`src/design/slm_ram.sv`:
```
// ----------------------------------------------------------------------------
// Generic RAM
// One write port and one read port with registered read data.
// ----------------------------------------------------------------------------
module slm_ram #(
   parameter int WIDTH = 8,
   parameter int DEPTH = 256
) (
   input  logic                     clock,
   input  logic                     wr_en,
   input  logic [$clog2(DEPTH)-1:0] wr_addr,
   input  logic [WIDTH-1:0]         wr_data,
   input  logic [$clog2(DEPTH)-1:0] rd_addr,
   output logic [WIDTH-1:0]         rd_data
);

   logic [WIDTH-1:0] mem [DEPTH];
   logic [WIDTH-1:0] rd_data_ff;

   always_ff @(posedge clock) begin
      if (wr_en) begin
         mem[wr_addr] <= wr_data;
      end
      rd_data_ff <= mem[rd_addr];
   end

   assign rd_data = rd_data_ff;

endmodule

```
`config.mk`:
```
export PLATFORM = sky130hd
export DESIGN_NAME = slm_ram
export DESIGN_NICKNAME = d
export VERILOG_FILES = /design/src/design/slm_ram.sv
export SDC_FILE = /design/constraint.sdc
export NUM_CORES = 2
export LEC_CHECK = 0
export BUFFER_PORTS_ARGS = -buffer_cell sky130_fd_sc_hd__buf_2
export CORE_UTILIZATION = 29
export DETAILED_ROUTE_END_ITERATION = 8
export GPL_TIMING_DRIVEN = 0
export PLACE_DENSITY_LB_ADDON = 0.25
export SLEW_MARGIN = 25
export SYNTH_ARGS = -nofsm -noshare
export SYNTH_HDL_FRONTEND = slang
export SYNTH_SLANG_ARGS = --single-unit
```
`constraint.sdc`:
```
create_clock -name clock -period 2.9 [get_ports clock]
set_input_delay 0.29 -clock clock [delete_from_list [all_inputs] [get_ports clock]]
set_output_delay 0.29 -clock clock [all_outputs]
set_load 0.1 [all_outputs]
```
Word-level counts from Yosys, hierarchy flattened
Memory sizes are Yosys's and may differ from the RTL's. A register that Yosys moved wholly into a read port is not among the register bits. Cells that the tools add are included. Widths: inputs -> output; s select.

Multiplexer cells: 2.

Operators by type and width (number): $mux 1 (2).

Flip-flop bits (word level): 0. RAM bits: 2048. Output and inout bits: 8. Logic and storage cells: 3. Memories kept: 1.

Memories: mem (words 256, bits a word 8, rd ports 1, clocked after Yosys merged registers in 1, wr ports 1, RTL line 17) `logic [WIDTH-1:0] mem [DEPTH];`.

Longest topological paths before layout
Word-level depth: 2. Depth in mapped cells: 11.

Least setup slack after synthesis
No wires, ideal clock.

Path kind: input port to flip-flop. Start point: input port rd_addr[0]. End point: register rd_data_ff[2], in the netlist rd_data[2] (read register of mem). Setup time: 0.131 ns. Arrival: 2.097 ns. Required time: 2.769 ns. Setup slack: 0.672 ns. Stages: 9. Path buffers: 4. Cells stage by stage: buf_6 buf_12 buf_8 buf_2 mux4_2 a22oi_1 a21oi_1 nor4_1 nor4_2.

RTL lines: start: declaration (RTL line 13) `input logic [$clog2(DEPTH)-1:0] rd_addr,`; end: declaration (RTL line 18) `logic [WIDTH-1:0] rd_data_ff;`.

==> Flow_metrics.wiki <==
{| class="wikitable"
! Metric !! Value
|-
| Fraction of final layout cells with drive strength greater than 1 || 26.2%
|-
| Violated checks || setup timing
|-
| Syn Inst Count || 3733
|-
| Count of port buffers added during placement || 26
|-
| Power, Total || 0.0636 W
|-
| Start-to-end type of the worst setup path || primary input to register
|-
| Signal arrival time at the worst endpoint || 3.75 ns
|-
| Post-synthesis to final-layout area growth || 16.8%
|-
| Die Width || 526 um
|-
| HPWL after DPL || 180 mm
|-
| Top flip-flop cell by instance count after synthesis || edfxtp_1
|-
| Post-synthesis sequential area ratio || 77.5%
|-
| Synth Area in Adders || 0%
|-
| Largest net degree at the start of global routing || 113
|-
| Number of nets in the layout || 4063
|-
| Post-route setup slack || -0.136 ns
|-
| Core region area || 272000 sq um
|-
| Clk_skew || 0.0416 ns
|-
| Fraction of synthesized cell area taken by the top area cell type || 77.3%
|-
| Number of flops mapped to enable cells by yosys || 2048
|-
| Initial cell density of the core || 29.3%
|-
| Die outline area || 276000 sq um
|-
| Top cells by area in the synthesized netlist || edfxtp_1, mux4_2, mux2i_1, nor2_1, a22oi_1
|-
| Number of top-level pins || 34
|-
| Timing-limited maximum frequency || 329 MHz
|-
| Number of non-filler instances in the completed layout || 7802
|-
| Num rows || 191
|-
| Flip-flop and latch count after synthesis || 2056
|-
| Max-slew violation count || 0
|-
| Transition time at the pin with the least slew margin || 1.18 ns
|-
| Count of distinct cell types in the synthesized netlist || 55
|-
| Clock Tree Buf Depth || 3
|-
| Startpoint kind of the worst setup timing path || primary input
|-
| Crit-path leading delay family || buffers and inverters
|-
| Gp weighted congestion || 0.939
|-
| Detailed-route vias per instance || 5.28
|-
| Final Hold Viols || 0
|-
| CTS tree || built
|-
| Final global-route overflow total || 0
|-
| Post-synthesis net count || 3759
|-
| Commonest cells in the synthesized netlist || edfxtp_1, mux4_2, nor2_1
|-
| DRT Wirelength || 265 mm
|-
| Capturing element type of the critical path || register
|-
| Buffers & Inverters on Critical Path || 4
|-
| Via count of the first global-routing pass || 40844
|-
| Largest area contributor in the synthesized netlist || edfxtp_1
|-
| Synthesized area per cell || 21.3 sq um
|-
| Clock Sink Count || 2056
|-
| Root buffer cell || clkbuf_16
|-
| Routed wire per std cell || 34.0 um
|-
| Area of the mapped netlist || 79600 sq um
|-
| Placed insts || 7377
|-
| Lkg Pwr || 28.3 nW
|-
| Combinational family with the most area after synthesis || multiplexers
|-
| Unrepaired setup endpoints after global routing || yes
|-
| H-tree Lvls || 4
|-
| Number of max-cap violations || 0
|-
| Number of filler instances in the final layout || 25340
|-
| FF/Latch Area || 61700 sq um
|-
| Highest fanout seen on the critical path || 10
|-
| # DRC || 0
|-
| Slowest cell on crit path || clkbuf_2
|-
| Clock-pin slew reported for the worst setup and hold paths after clock tree synthesis || 0.06 ns
|-
| Overall fraction of global-route tracks in use || 18.9%
|-
| Post-route fraction of the period consumed by the critical path || 105%
|-
| Share of the core filled with cells || 34.2%
|-
| Power density over cell area || 684 nW/um^2
|-
| Detailed Route Iter0 Violations || 5218
|-
| Number of synthesis warnings || 0
|-
| Count of TritonRoute iterations in the first routing pass || 6
|-
| Max_slew headroom || 21.6%
|-
| Worst endpoint required time || 3.61 ns
|-
| Clock insertion delay at the later pin of the skew report || 0.85 ns
|-
| Status || finished, violations left
|-
| Portion of netlist area occupied by mux cells || 14.6%
|-
| Parity-gate share of the synthesized area counting xor and xnor cells || 0%
|-
| Compound-Gate Fraction of Synth Area || 3.42%
|-
| Remaining antenna violation count || 0
|-
| Setup violations, final || 124
|-
| Most repeated cell in the gate-level netlist after synthesis || edfxtp_1
|-
| Worst hold path type || primary input to register
|-
| CTS buffer count || 219
|-
| Clock period minus final worst setup slack || 3.04 ns
|-
| Post-synthesis share of cell area spent on and, or, nand and nor gates || 2.63%
|-
| Slowest cell delay on critical path || 0.64 ns
|-
| First-pass GRT wire length || 357 mm
|-
| Area of combinational cells with multiple inputs || 17000 sq um
|-
| CP Cell Sequence || buf_2 -> buf_4 -> buf_4 -> nor2_2 -> clkbuf_2 -> a21oi_1 -> a21oi_1 -> nor3_1 -> nor4_4
|-
| Largest voltage drop on the vdd net || 0.503 mV
|-
| Total via count after detailed routing || 41210
|-
| Post-synth ARST share || 0%
|-
| Initial antenna violation count || 24
|-
| Y dimension of the die || 526 um
|}
==> cells in the final DEF, fill, tap and decap left out, drive strengths merged, types with 28 or more instances in the layout <==
cell type / instances
nand2: 33
a22oi: 133
nand3: 34
o221ai: 47
edfxtp: 2048
nor2b: 31
mux4: 456
mux2i: 134
a21oi: 96
o22ai: 28
nor2: 282
buf: 198
clkinv: 92
clkbuf: 395
==> registers in the layout (all words and copies together), names as in the netlist <==
register  count
rd_data       8
mem        2048
==> power breakdown <==
| part | internal, W | switching [W] | total (W) | leakage (nW) |
|---|---|---|---|---|
| logic | 0.00120 | 0.00283 | 0.00403 | 6.54 |
| registers | 0.0328 | 0.0000179 | 0.0328 | 18.5 |
| clock network | 0.0150 | 0.0118 | 0.0268 | 3.27 |
| total | 0.0489 | 0.0146 | 0.0636 | 28.3 |
==> through the flow <==
step	hold slack, ns	instance area, sq um	setup TNS, ns	setup WS (ns)
4_1_cts	0.287	92800	-0.0588	-0.0361
2_1_floorplan	0.389	79600	0	0.672
6_report	0.280	93000	-3.33	-0.136
3_5_place_dp	0.717	85600	-858.74	-2.01
3_3_place_gp	0.849	84200	-5327.47	-3.29
5_1_grt	0.265	92900	-0.0345	-0.0267
==> final cells by class <==
type                       count  area share, %
clock inverter               119           1.04
multi-input combinational   1442           18.3
tap                         3570           4.81
timing repair buffer          85           1.53
clock buffer                 287           6.22
sequential                  2056           66.3
buffer                       231           1.73
antenna                       10         0.0269
inverter                       2         0.0121
==> worst paths after layout <==
| path | slack [ns] | cells after the start | end | from |
|---|---|---|---|---|
| setup / recovery | -0.14 | 9 | rd_data[1]$_DFF_P_ | rd_addr[2] |
| hold / removal | 0.28 | 3 | mem[189][1]$_DFFE_PP_ | wr_addr[4] |
| setup reg to reg | -0.05 | 6 | rd_data[6]$_DFF_P_ | mem[83][6]$_DFFE_PP_ |
| hold reg to reg | 1.22 | 7 | rd_data[5]$_DFF_P_ | mem[32][5]$_DFFE_PP_ |
==> worst min-delay path, stage by stage <==
cell and delay (ns):
buf_2 0.17, nand3_1 0.27, nor2_2 0.20
==> routing by layer <==
metal / up-vias / routed length (um) / global-route usage [%]
met5: - / 14 / 0
met1: 22531 / 112000 / 26.1
li1: 16370 / - / -
met4: 2 / 10700 / 7.02
met2: 1890 / 123000 / 29.8
met3: 417 / 19500 / 3.46
==> kinds of logic (layout without fill, tap and decap cells) <==
logic type | count (synthesis) | count (layout)
flip-flops | 2056 | 2056
multiplexers | 591 | 591
AND/OR/NAND/NOR | 466 | 466
AO/OA/AOI/OAI | 385 | 385
buffers and inverters | 235 | 724
other | 0 | 10
==> repair_timing <==
action	4_1_cts	5_1_grt
cloned	0	0
buffers inserted	2	0
hold buffers	8	0
pin swaps	2	3
endpoints found under the setup margin	56	126
endpoints found under the hold margin	449	0
gates resized for setup	93	31
No activity file was read; power rests on OpenSTA's default activity.
